$ cat src/hw/rtl/mmc_pkg.sv
// Shared types and constants for the masked pattern match counter.
package mmc_pkg;

   localparam int CFG_PATTERN_BYTES = 8;   // pattern and mask registers are 64 bits wide
   localparam int CSR_INDEX_W       = 2;
   localparam int CSR_DATA_W        = 64;
   localparam int LENGTH_W          = 4;
   localparam int ADDR_W            = 32;
   localparam int COUNT_W           = 32;

   localparam logic [CSR_INDEX_W-1:0] CSR_PATTERN_BYTES  = 2'd0;
   localparam logic [CSR_INDEX_W-1:0] CSR_PATTERN_MASK   = 2'd1;
   localparam logic [CSR_INDEX_W-1:0] CSR_PATTERN_LENGTH = 2'd2;

   localparam logic [CSR_DATA_W-1:0] PATTERN_BYTES_RESET  = '0;
   localparam logic [CSR_DATA_W-1:0] PATTERN_MASK_RESET   = '1;
   localparam logic [LENGTH_W-1:0]   PATTERN_LENGTH_RESET = 4'd4;

   localparam logic [COUNT_W-1:0] COUNT_MAX = 32'hffff_ffff;

   localparam logic KIND_MATCH   = 1'b0;
   localparam logic KIND_SUMMARY = 1'b1;

   // classified byte, front to back
   typedef struct packed {
      logic              hit;
      logic [ADDR_W-1:0] start_address;
      logic              last_byte;
   } mmc_item_type;

   typedef struct packed {
      logic               result_kind;
      logic [ADDR_W-1:0]  match_address;
      logic [COUNT_W-1:0] match_count;
      logic [ADDR_W-1:0]  first_address;
      logic               unique_match;
      logic               count_saturated;
      logic               last_result;
   } mmc_result_type;

endpackage

$ cat src/hw/rtl/mmc_fifo.sv
// Small register-based FIFO used between front and back and on the result side.
module mmc_fifo #(
   parameter int WIDTH = 8,
   parameter int DEPTH = 4
) (
   input  logic             clock,
   input  logic             reset,
   input  logic             push,
   input  logic [WIDTH-1:0] push_data,
   output logic             full,
   input  logic             pop,
   output logic [WIDTH-1:0] pop_data,
   output logic             empty
);

   localparam int PTR_W = (DEPTH > 1) ? $clog2(DEPTH) : 1;

   logic [WIDTH-1:0] mem_ff [DEPTH];
   logic [PTR_W:0]   wr_ptr_ff, wr_ptr_in;
   logic [PTR_W:0]   rd_ptr_ff, rd_ptr_in;
   logic             do_push, do_pop;

   assign empty    = (wr_ptr_ff == rd_ptr_ff);
   assign full     = (wr_ptr_ff[PTR_W] != rd_ptr_ff[PTR_W]) &&
                     (wr_ptr_ff[PTR_W-1:0] == rd_ptr_ff[PTR_W-1:0]);
   assign do_push  = push && !full;
   assign do_pop   = pop && !empty;
   assign pop_data = mem_ff[rd_ptr_ff[PTR_W-1:0]];

   assign wr_ptr_in = do_push ? wr_ptr_ff + 1'b1 : wr_ptr_ff;
   assign rd_ptr_in = do_pop  ? rd_ptr_ff + 1'b1 : rd_ptr_ff;

   always_ff @(posedge clock) begin
      if (reset) begin
         wr_ptr_ff <= '0;
         rd_ptr_ff <= '0;
      end else begin
         wr_ptr_ff <= wr_ptr_in;
         rd_ptr_ff <= rd_ptr_in;
      end
   end

   always_ff @(posedge clock) begin
      if (do_push) begin
         mem_ff[wr_ptr_ff[PTR_W-1:0]] <= push_data;
      end
   end

endmodule

$ cat src/hw/rtl/mmc_front.sv
// Front end: pattern registers, sliding byte window and masked compare.
module mmc_front import mmc_pkg::*; #(
   parameter int MAX_PATTERN_BYTES = 8
) (
   input  logic                   clock,
   input  logic                   reset,
   input  logic                   csr_we,
   input  logic [CSR_INDEX_W-1:0] csr_index,
   input  logic [CSR_DATA_W-1:0]  csr_wdata,
   input  logic                   accept,
   input  logic [7:0]             data_byte,
   input  logic [ADDR_W-1:0]      byte_address,
   input  logic                   segment_start,
   input  logic                   last_byte,
   output mmc_item_type           item
);

   localparam logic [LENGTH_W-1:0] MAX_LEN = LENGTH_W'(MAX_PATTERN_BYTES);

   logic [CFG_PATTERN_BYTES-1:0][7:0] pattern_ff;
   logic [CFG_PATTERN_BYTES-1:0][7:0] mask_ff;
   logic [LENGTH_W-1:0]               length_ff;

   logic [MAX_PATTERN_BYTES-1:0][7:0] window_ff, window_in, window_next;
   logic [LENGTH_W-1:0]               fill_ff, fill_in, fill_next;

   logic [LENGTH_W-1:0] len_eff;
   logic                compare_ok;

   always_ff @(posedge clock) begin
      if (reset) begin
         pattern_ff <= PATTERN_BYTES_RESET;
         mask_ff    <= PATTERN_MASK_RESET;
         length_ff  <= PATTERN_LENGTH_RESET;
      end else if (csr_we) begin
         unique case (csr_index)
            CSR_PATTERN_BYTES:  pattern_ff <= csr_wdata;
            CSR_PATTERN_MASK:   mask_ff    <= csr_wdata;
            CSR_PATTERN_LENGTH: length_ff  <= csr_wdata[LENGTH_W-1:0];
            default: ;
         endcase
      end
   end

   assign len_eff = (length_ff > MAX_LEN) ? MAX_LEN : length_ff;

   // newest byte at index 0; a segment start drops the old bytes first
   always_comb begin
      window_next[0] = data_byte;
      for (int j = 1; j < MAX_PATTERN_BYTES; j++) begin
         window_next[j] = segment_start ? 8'h00 : window_ff[j-1];
      end
      if (segment_start) begin
         fill_next = LENGTH_W'(1);
      end else if (fill_ff == MAX_LEN) begin
         fill_next = fill_ff;
      end else begin
         fill_next = fill_ff + 1'b1;
      end
   end

   // window byte j lines up with pattern byte len-1-j
   always_comb begin
      logic [LENGTH_W-1:0] pidx;
      logic [7:0]          m;
      compare_ok = 1'b1;
      for (int j = 0; j < MAX_PATTERN_BYTES; j++) begin
         pidx = len_eff - LENGTH_W'(j) - LENGTH_W'(1);
         m    = mask_ff[pidx[2:0]];
         if (LENGTH_W'(j) < len_eff) begin
            if ((window_next[j] & m) != (pattern_ff[pidx[2:0]] & m)) begin
               compare_ok = 1'b0;
            end
         end
      end
   end

   assign item.hit           = (len_eff != '0) && (fill_next >= len_eff) && compare_ok;
   assign item.start_address = byte_address - (ADDR_W'(len_eff) - ADDR_W'(1));
   assign item.last_byte     = last_byte;

   // end of scan starts the next scan with an empty window
   always_comb begin
      window_in = window_ff;
      fill_in   = fill_ff;
      if (accept) begin
         if (last_byte) begin
            window_in = '0;
            fill_in   = '0;
         end else begin
            window_in = window_next;
            fill_in   = fill_next;
         end
      end
   end

   always_ff @(posedge clock) begin
      if (reset) begin
         window_ff <= '0;
         fill_ff   <= '0;
      end else begin
         window_ff <= window_in;
         fill_ff   <= fill_in;
      end
   end

endmodule

$ cat src/hw/rtl/mmc_back.sv
// Back end: match counting, earliest address and result generation.
module mmc_back import mmc_pkg::*; (
   input  logic           clock,
   input  logic           reset,
   input  logic           item_valid,
   input  mmc_item_type   item,
   output logic           item_pop,
   input  logic           result_full,
   output logic           result_push,
   output mmc_result_type result
);

   logic [COUNT_W-1:0] total_ff, total_in, total_inc;
   logic [ADDR_W-1:0]  earliest_ff, earliest_in, earliest_upd;
   logic               sat_ff, sat_in;
   logic               report_done_ff, report_done_in;
   logic               go;

   assign go           = item_valid && !result_full;
   assign total_inc    = (total_ff == COUNT_MAX) ? total_ff : total_ff + 1'b1;
   assign earliest_upd = (total_ff == '0) ? item.start_address : earliest_ff;

   always_comb begin
      total_in       = total_ff;
      earliest_in    = earliest_ff;
      sat_in         = sat_ff;
      report_done_in = report_done_ff;
      item_pop       = 1'b0;
      result_push    = 1'b0;

      result.result_kind     = KIND_MATCH;
      result.match_address   = item.start_address;
      result.match_count     = total_inc;
      result.first_address   = earliest_upd;
      result.unique_match    = (total_inc == COUNT_W'(1));
      result.count_saturated = sat_ff || (total_inc == COUNT_MAX);
      result.last_result     = 1'b0;

      if (go) begin
         if (item.hit && !report_done_ff) begin
            result_push = 1'b1;
            total_in    = total_inc;
            earliest_in = earliest_upd;
            sat_in      = sat_ff || (total_inc == COUNT_MAX);
            // a match on the last byte keeps the item, so the summary is pushed on a later pass
            if (item.last_byte) begin
               report_done_in = 1'b1;
            end else begin
               item_pop = 1'b1;
            end
         end else if (item.last_byte) begin
            result_push            = 1'b1;
            result.result_kind     = KIND_SUMMARY;
            result.match_address   = earliest_ff;
            result.match_count     = total_ff;
            result.first_address   = earliest_ff;
            result.unique_match    = (total_ff == COUNT_W'(1));
            result.count_saturated = sat_ff;
            result.last_result     = 1'b1;
            total_in       = '0;
            earliest_in    = '0;
            sat_in         = 1'b0;
            report_done_in = 1'b0;
            item_pop       = 1'b1;
         end else begin
            item_pop = 1'b1;
         end
      end
   end

   always_ff @(posedge clock) begin
      if (reset) begin
         total_ff       <= '0;
         earliest_ff    <= '0;
         sat_ff         <= 1'b0;
         report_done_ff <= 1'b0;
      end else begin
         total_ff       <= total_in;
         earliest_ff    <= earliest_in;
         sat_ff         <= sat_in;
         report_done_ff <= report_done_in;
      end
   end

endmodule

$ cat src/hw/rtl/masked_pattern_match_counter.sv
// Masked byte pattern scanner: front compare, item queue, counter back end, result queue.
//
// Usage: configure pattern_bytes (index 0), pattern_mask (index 1) and pattern_length
// (index 2) through csr_we/csr_index/csr_wdata while the block is idle. Then push one
// byte per cycle on the req_ channel (accepted when req_push is high and req_full low),
// with req_segment_start on the first byte of each segment and req_last_byte on the
// final byte of the scan. Results come out of a queue: while rsp_empty is low the
// oldest result is on the rsp_ ports, and it is taken when rsp_pop is high.
// Each match gives one report; the last byte adds a summary with last_result set.
// Each byte is compared and classified, then written into the item queue; the back end
// counts it and queues its result for the rsp_ ports, and the summary after a match on
// the last byte is queued behind that match report. One byte per cycle is taken while
// req_full is low; a byte that matches and ends the scan stays in the item queue until
// its summary is queued. When the result side stalls, the result queue and then the
// item queue fill and req_full rises; nothing is dropped. Synchronous reset clears the
// window, count, both queues and loads register reset values (length 4, mask all ones).
module masked_pattern_match_counter import mmc_pkg::*; #(
   parameter int MAX_PATTERN_BYTES = 8,
   parameter int ITEM_QUEUE_DEPTH  = 4,
   parameter int RESULT_QUEUE_DEPTH = 4
) (
   input  logic                   clock,
   input  logic                   reset,
   input  logic                   csr_we,
   input  logic [CSR_INDEX_W-1:0] csr_index,
   input  logic [CSR_DATA_W-1:0]  csr_wdata,
   input  logic                   req_push,
   output logic                   req_full,
   input  logic [7:0]             req_data_byte,
   input  logic [ADDR_W-1:0]      req_byte_address,
   input  logic                   req_segment_start,
   input  logic                   req_last_byte,
   output logic                   rsp_empty,
   input  logic                   rsp_pop,
   output logic                   rsp_result_kind,
   output logic [ADDR_W-1:0]      rsp_match_address,
   output logic [COUNT_W-1:0]     rsp_match_count,
   output logic [ADDR_W-1:0]      rsp_first_address,
   output logic                   rsp_unique_match,
   output logic                   rsp_count_saturated,
   output logic                   rsp_last_result
);

   localparam int ITEM_W   = $bits(mmc_item_type);
   localparam int RESULT_W = $bits(mmc_result_type);

   logic           req_accept;
   mmc_item_type   front_item, back_item;
   logic           item_empty, item_pop;
   logic           result_full, result_push;
   mmc_result_type back_result, rsp_result;

   assign req_accept = req_push && !req_full;

   mmc_front #(
      .MAX_PATTERN_BYTES(MAX_PATTERN_BYTES)
   ) u_front (
      .clock        (clock),
      .reset        (reset),
      .csr_we       (csr_we),
      .csr_index    (csr_index),
      .csr_wdata    (csr_wdata),
      .accept       (req_accept),
      .data_byte    (req_data_byte),
      .byte_address (req_byte_address),
      .segment_start(req_segment_start),
      .last_byte    (req_last_byte),
      .item         (front_item)
   );

   mmc_fifo #(
      .WIDTH(ITEM_W),
      .DEPTH(ITEM_QUEUE_DEPTH)
   ) u_item_queue (
      .clock    (clock),
      .reset    (reset),
      .push     (req_push),
      .push_data(front_item),
      .full     (req_full),
      .pop      (item_pop),
      .pop_data (back_item),
      .empty    (item_empty)
   );

   mmc_back u_back (
      .clock      (clock),
      .reset      (reset),
      .item_valid (!item_empty),
      .item       (back_item),
      .item_pop   (item_pop),
      .result_full(result_full),
      .result_push(result_push),
      .result     (back_result)
   );

   mmc_fifo #(
      .WIDTH(RESULT_W),
      .DEPTH(RESULT_QUEUE_DEPTH)
   ) u_result_queue (
      .clock    (clock),
      .reset    (reset),
      .push     (result_push),
      .push_data(back_result),
      .full     (result_full),
      .pop      (rsp_pop),
      .pop_data (rsp_result),
      .empty    (rsp_empty)
   );

   assign rsp_result_kind     = rsp_result.result_kind;
   assign rsp_match_address   = rsp_result.match_address;
   assign rsp_match_count     = rsp_result.match_count;
   assign rsp_first_address   = rsp_result.first_address;
   assign rsp_unique_match    = rsp_result.unique_match;
   assign rsp_count_saturated = rsp_result.count_saturated;
   assign rsp_last_result     = rsp_result.last_result;

endmodule
$ cat config.mk
export PLATFORM = sky130hd
export DESIGN_NAME = masked_pattern_match_counter
export DESIGN_NICKNAME = d
export VERILOG_FILES = /design/src/hw/rtl/mmc_pkg.sv /design/src/hw/rtl/mmc_fifo.sv /design/src/hw/rtl/mmc_front.sv /design/src/hw/rtl/mmc_back.sv /design/src/hw/rtl/masked_pattern_match_counter.sv
export SDC_FILE = /design/constraint.sdc
export NUM_CORES = 1
export LEC_CHECK = 0
export BUFFER_PORTS_ARGS = -buffer_cell sky130_fd_sc_hd__buf_2
export CAP_MARGIN = 20
export CORE_AREA = 2 2 284 258
export DETAILED_ROUTE_END_ITERATION = 16
export DIE_AREA = 0 0 286 260
export PLACE_DENSITY = 0.76
export SLEW_MARGIN = 20
export SYNTH_ARGS = -nofsm -noshare
export SYNTH_HDL_FRONTEND = slang
export SYNTH_HIERARCHICAL = 1
export SYNTH_SLANG_ARGS = --single-unit
export TNS_END_PERCENT = 1
$ cat constraint.sdc
create_clock -name clock -period 8.35 [get_ports clock]
set_input_delay 0.4175 -clock clock [delete_from_list [all_inputs] [get_ports clock]]
set_output_delay 0.4175 -clock clock [all_outputs]
set_load 0.01 [all_outputs]
* Yosys cells after proc, flatten, opt, wreduce, memory -nomap -nowiden
Memory sizes are Yosys's and may differ from the RTL's. A register that Yosys moved wholly into a read port is not among the register bits.
Index checks and enable logic that the tools add are counted.
** Operators by class
- Add/sub/neg operators :: 22
- Order comparisons :: 18
- Eq/ne operators :: 21
- Muxes and demuxes :: 86
- Bitwise gates (word level) :: 16
- Reductions and logical operators :: 25
** Operators by type and width (count)
- binary-select mux 8 bit (select 3 bit) :: 16
- 2-to-1 mux 100 bit :: 3
- 2-to-1 mux 8 bit :: 23
- 2-to-1 mux 32 bit :: 5
- bitwise AND 8 bit :: 16
- == test 32 x 1 -> 1 bit (second input constant) :: 2
- == test 32 bit (second input constant) :: 2
- inequality test 8 bit :: 8
- 2-to-1 mux 56 bit :: 1
- adder 32 x 1 -> 32 bit (second input constant) :: 1
- zero test 32 bit :: 1
- less-than comparator 3 x 4 -> 1 bit (second input constant) :: 8
- subtractor 32 bit :: 1
- 2-to-1 mux 1 bit :: 30
- subtractor 3 x 1 -> 3 bit (second input constant) :: 8
- less-than comparator 3 x 4 -> 1 bit (first input constant) :: 4
- 2-to-1 mux 4 bit :: 4
- adder 3 x 1 -> 3 bit (second input constant) :: 4
- subtractor 3 bit (second input constant) :: 4
- logical AND 1 bit :: 10
- AND reduction 2 bit :: 5
- less-than comparator 1 x 4 -> 1 bit (first input constant) :: 2
- less-than comparator 2 x 4 -> 1 bit (first input constant) :: 2
- 2-to-1 mux 2 bit :: 4
- other kinds (16) :: 24
** Storage, ports and cells
- Register bits :: 270
- Bits in writable memories :: 536
- Bits of input ports :: 113
- Output and inout port bits :: 102
- Memories :: 2
** Memory list
- u_result_queue.mem_ff :: depth 4, bits a word 100, read ports 1, clocked after memory_dff 1, wr ports 1, RTL line mmc_fifo.sv:18 : logic [WIDTH-1:0] mem_ff [DEPTH];
- u_item_queue.mem_ff :: depth 4, bits a word 34, read ports 1, clocked after memory_dff 1, wr ports 1, RTL line mmc_fifo.sv:18

* Logic depth before layout (Yosys ltp)
- Depth in word-level cells :: 24
- Mapped depth :: 18
- Mapped depth without buffers :: 15

* Cells and area by module
Netlist, hierarchy kept.
** Modules (own cells, without submodules)
- mmc_fifo at u_result_queue :: instances 1, cells an instance 590, area an instance 14943.1 um^2, seq. area each 12171.7 um^2
- mmc_front :: instances 1, cells an instance 1627, area an instance 13910.8 um^2, seq. area each 3843.7 um^2
- mmc_fifo at u_item_queue :: instances 1, cells an instance 246, area an instance 5470.2 um^2, seq. area each 4244.1 um^2
- mmc_back :: instances 1, cells an instance 758, area an instance 5225.0 um^2, seq. area each 1321.3 um^2
- masked_pattern_match_counter :: instances 1, cells an instance 2, area an instance 17.5 um^2, seq. area each 0.0 um^2

* Worst setup path after synthesis
OpenSTA, ideal clock, no wires.
- Path type :: reg2reg
- Start point :: reg with a tool-made name
- End point :: mem u_result_queue/mem_ff[3][0] (netlist bit), enable pin
- Data arrival time :: 7.140 ns
- Data required time :: 7.732 ns
- Setup slack :: 0.592 ns
- Cell stages (with the launch flop) :: 10
- Path buffers :: 3
- Cells stage by stage :: dfxtp_1 > clkbuf_2 > buf_1 > mux4_2 > nor2b_1 > o21ai_1 > inv_1 > clkbuf_1 > nand2_1 > a31oi_1
** RTL lines (RTL line)
- end: declaration :: mmc_fifo.sv:18

==> results by stage <==
Power:
- The power share of the sequential group is 42.9%.
- The analysis attributes to cell leakage a power of around 16 nW.
- In this run switching power makes up around 33% of total power.
- The cell-internal power is 9.18 mW.
- Summed over all nets, the switching power comes to about 4.5 mW.
- Across the VDD grid, the largest voltage drop is roughly 270 uV.
- The clock network fraction of design power is approximately 28%.
- Combinational logic burns between 20 and 30% of the power.
- For this design the ratio of total power to cell area is about 300 nW/um2.

Global routing:
- The via count of the first global-routing pass came to around 26000.
- The total track usage is approximately 27%.
- The wire length of the first global-routing pass is 155000 um.
- The total overflow reported by the global router is 0.
- The number of antenna violations at the first check in global routing is 3.
- Entering global routing, the biggest net connects 110 pins.

Synth:
- The Yosys step of the flow raised 6 warnings.
- The share of the Yosys chip area taken by registers is a little over half.
- sky130_fd_sc_hd__edfxtp_1 takes more of the synthesized area than any other cell.
- In the synthesized netlist, the number of instances is around 3200.
- Counting flops and latches in the post-synthesis netlist gives 810.
- After synthesis, the most frequently instantiated cells are sky130_fd_sc_hd__edfxtp_1 (536), sky130_fd_sc_hd__nand2_1 (466), sky130_fd_sc_hd__dfxtp_1 (274).
- The count of flip-flops with a built-in enable after synthesis is approximately 540.
- In this run, distinct cell masters in the synthesized netlist total slightly below 90.
- After synthesis the cells add up to about 40000 um2.
- The most used flip-flop cell after synthesis is sky130_fd_sc_hd__edfxtp_1.
- The proportion of synthesized flip-flops having asynchronous set or reset is 0%.
- After synthesis, the cell types taking the most area are sky130_fd_sc_hd__edfxtp_1 (41%), sky130_fd_sc_hd__dfxtp_1 (14%), sky130_fd_sc_hd__mux4_2 (11%).
- The share of Yosys cell area claimed by the top area cell type is roughly 41%.
- The most frequently used cell type in the post-synthesis netlist is sky130_fd_sc_hd__edfxtp_1.
- The net count after synthesis is between 3000 and 4000.
- Each instance of the synthesized netlist takes up on average approximately 12 um2.

Floorplan:
- In this run the count of I/O pins placed on the die edge is 215.
- Once the floorplan was initialized, standard cells occupied about 56% of the core.
- The vertical extent of the die is 260 um.
- The area of the core region is a little over 70000 um2.
- The die covers approximately 74000 um2.
- The die is roughly 290 um wide.
- The floorplan row count is 93.

STA:
- Subtracting the final worst setup slack from the clock period gives between 5 and 6 ns.
- Setup repair after global routing left no endpoint under its margin.
- Of the available clock period, the critical path in the final layout requires between 60% and 70%.
- Setup violations remaining at the end of the flow were counted as 0.
- The pin slew with the least headroom to its limit is about 1.1 ns.
- Across all setup checks in the final design, the least slack found is approximately 2.9 ns.
- The max-slew violation total from the final report is 0.
- The peak clock frequency supported by timing is 182 MHz.
- The relative slew slack is 24.3%.
- The final hold violation count is 0.
- The clock arrives with 0.0467 ns of skew.
- After routing, the total negative slack on setup checks comes to 0 ns.

Route:
- The initial detailed-routing violation count is between 3000 and 4000.
- The first detailed-routing pass ran for 6 iterations.
- The residual DRC count is 0.
- Dividing the detail-routed wire length by the instance count gives ~23 um.
- The number of vias per cell is about 6.
- In this run the remaining antenna-violating nets after routing total 0.
- Summing over every cut layer, the via total after detailed routing is 27100.
- The routed wire length is around 100000 um.

Setup path:
- The worst register-to-register path begins at u_front/length_ff[1].
- Tracing the worst setup path back leads to its startpoint at u_front/length_ff[1].
- The cell class contributing the biggest share of worst-path delay is compound AO/OA/AOI/OAI gates.
- The worst setup path is captured at a flop.
- Counting cells, the worst reg-to-reg path comes to 14.
- The slowest stage cell on the critical path is sky130_fd_sc_hd__xor2_1.
- The classification of the worst setup path is reg2reg.
- In this design, the critical path's most frequently occurring cell is sky130_fd_sc_hd__ha_1.
- The data arrival time of the worst path is a little under 6 ns.
- In this run the number of cells on the critical path is 14.
- STA classifies the critical path startpoint as a flop.
- STA puts the critical path data required time at between 8 and 9 ns.
- For this run, the slowest stage of the critical path takes just under 0.9 ns.
- The critical path goes through nor2b_4 > buf_4 > inv_2 > ha_1 > xor2_1 > ha_1 > a21oi_1 > o211ai_1 > nand3_1 > o21ai_0 > a41oi_1 > a211o_1 > or4b_2 > nand4_1.
- The total buffers and inverters traversed by the critical path is 2.
- Of all nets on the critical path, the largest fanout is 32.

Clocking:
- The clock reaches the later pin of the worst-skew pair after around 0.66 ns.
- The number of buffers inserted to repair setup after CTS is 0.
- In this run the deepest clock path goes through 3 buffers.
- Clock tree synthesis inserted a total of 81 buffers.
- The clock sink count is between 800 and 900.
- Clock tree synthesis selected as its root buffer the cell sky130_fd_sc_hd__clkbuf_16.
- TritonCTS built the clock tree.
- After clock tree synthesis, the clock-pin slew on the worst setup and hold paths is about 0.06 ns.
- The H-tree depth reported by CTS is 3.

Status:
- The run finished with clean final reports.

Min path:
- The worst min-delay path class is in2reg.
- The worst min-delay path startpoint is csr_wdata[10].
- The number of stages on the worst hold path is 3.

Job:
- The tool flagged a number of max-cap violations equal to 0.

Placed design:
- The total half-perimeter wirelength after legalization and detailed placement is 67500 um.
- During placement, the flow inserted port buffers numbering 214.
- Before CTS, the worst setup slack after placement is 3.00 ns.
- The congestion estimate from routability-driven global placement came to ~1.

Layout:
- The core occupancy in the finished layout is 62.3%.
- Of the cells placed in the final design, the portion with a size suffix greater than 1 is a little under a fifth.
- The synthesis-to-finish area growth is 12.0%.
- The number of nets in the finished design is roughly 3500.
- The number of antenna diodes in the final layout is 0.
[final timing paths]
| check | slack (ns) | endpoint |
|---|---|---|
| worst max-delay path | 2.86 | u_item_queue/mem_ff[2][29] |
| worst min-delay path | 0.02 | u_front/mask_ff[10] |
| worst max register to register | 2.86 | u_item_queue/mem_ff[2][29] |
| worst min register to register | 0.47 | u_back/report_done_ff |
[cells by family after synthesis]
| kind of cell | after synthesis | synth area share, % |
|---|---|---|
| adder cells (fa/ha/maj) | 55 | 1.76 |
| multiplexers | 354 | 15.4 |
| flip-flops | 810 | 54.5 |
| AO/OA/AOI/OAI | 463 | 7.35 |
| AND/OR/NAND/NOR | 1083 | 13.4 |
| buffers and inverters | 251 | 2.93 |
| XOR/XNOR | 207 | 4.58 |
[final cells by class]
class,instances,area [um2]
fill,5420,26900
tap,950,1190
sequential,810,21600
timing repair buffer,279,1640
inverter,39,151
multi-input combinational,2162,16900
clock inverter,48,623
clock buffer,102,2210
[placed cells by master, fill, tap and decap left out, types with 10 or more instances in the layout]
cell type and count:
sky130_fd_sc_hd__nand2b_1 59, sky130_fd_sc_hd__a222oi_1 11, sky130_fd_sc_hd__xnor2_1 134, sky130_fd_sc_hd__mux2i_1 119, sky130_fd_sc_hd__a21oi_1 226, sky130_fd_sc_hd__o21ai_0 46, sky130_fd_sc_hd__and3_1 18, sky130_fd_sc_hd__mux2_2 36
sky130_fd_sc_hd__edfxtp_1 536, sky130_fd_sc_hd__a22oi_1 38, sky130_fd_sc_hd__clkinv_2 14, sky130_fd_sc_hd__inv_1 36, sky130_fd_sc_hd__nand4_1 35, sky130_fd_sc_hd__buf_4 35, sky130_fd_sc_hd__nor3_1 25, sky130_fd_sc_hd__a31oi_1 16
sky130_fd_sc_hd__dfxtp_1 271, sky130_fd_sc_hd__nor2_1 166, sky130_fd_sc_hd__xor2_1 73, sky130_fd_sc_hd__dlygate4sd3_1 30, sky130_fd_sc_hd__clkbuf_1 13, sky130_fd_sc_hd__nor2b_1 77, sky130_fd_sc_hd__o211ai_1 21, sky130_fd_sc_hd__nor4_1 20
sky130_fd_sc_hd__nand2_1 465, sky130_fd_sc_hd__a211oi_1 10, sky130_fd_sc_hd__ha_1 53, sky130_fd_sc_hd__mux4_2 192, sky130_fd_sc_hd__clkbuf_16 83, sky130_fd_sc_hd__nand3b_1 74, sky130_fd_sc_hd__nand3_1 80, sky130_fd_sc_hd__buf_2 213
[state kept, by name (all words and copies together), names as in the netlist, named ones only]
name,cells
u_back/sat_ff,1
u_result_queue/mem_ff,400
u_back/earliest_ff,32
u_item_queue/mem_ff,136
u_front/pattern_ff,64
u_back/total_ff,32
u_front/window_ff,56
u_front/fill_ff,4
u_result_queue/rd_ptr_ff,3
u_front/length_ff,4
u_front/mask_ff,64
u_back/report_done_ff,1
u_result_queue/wr_ptr_ff,3
u_item_queue/wr_ptr_ff,3
u_item_queue/rd_ptr_ff,3
[worst register-to-register path, delay by kind of cell, from the launching register on]
family / cells / cell delay [ns]
flops: 1 / 0.43
buf+inv: 2 / 0.72
compound gates: 5 / 1.43
xor+xnor: 1 / 0.88
fa+ha+maj: 2 / 0.63
simple gates: 4 / 1.18
[power by group through the flow]
stage | clock [mW] | sequential (mW) | combinational (mW)
final | 3.80 | 5.85 | 4.01
after global routing | 4.01 | 5.92 | 4.32
after CTS | 3.86 | 5.86 | 4.03
after detailed placement | 0 | 5.92 | 3.97
after global placement | 0 | 5.87 | 3.91
after floorplan | 0 | 5.81 | 2.65
[metal layers]
metal,global-route usage (%),up-vias,share of wire (%)
met5,0,-,0.017
met4,7.64,4,2.5
met1,38.4,13400,42
met3,3.59,156,7.2
met2,44.6,1183,49
li1,-,12300,-
[through the flow]
stage,instance area [um2],instances,hold slack [ns],total power [mW]
after CTS,44300,4390,0.000719,13.7
after global placement,41200,4210,0.449,9.78
after global routing,44300,4390,0.0249,14.2
after floorplan,39600,3223,0.437,8.46
final,44300,4390,0.0215,13.7
after detailed placement,41200,4210,0.451,9.89
[what timing repair did]
| action | CTS | global route |
|---|---|---|
| endpoints found under the hold margin | 45 | 0 |
| endpoints found under the setup margin | 0 | 0 |
| gates resized for setup | 0 | 0 |
| hold buffers | 30 | 0 |
Note: power is estimated with default switching activity, not from simulation.
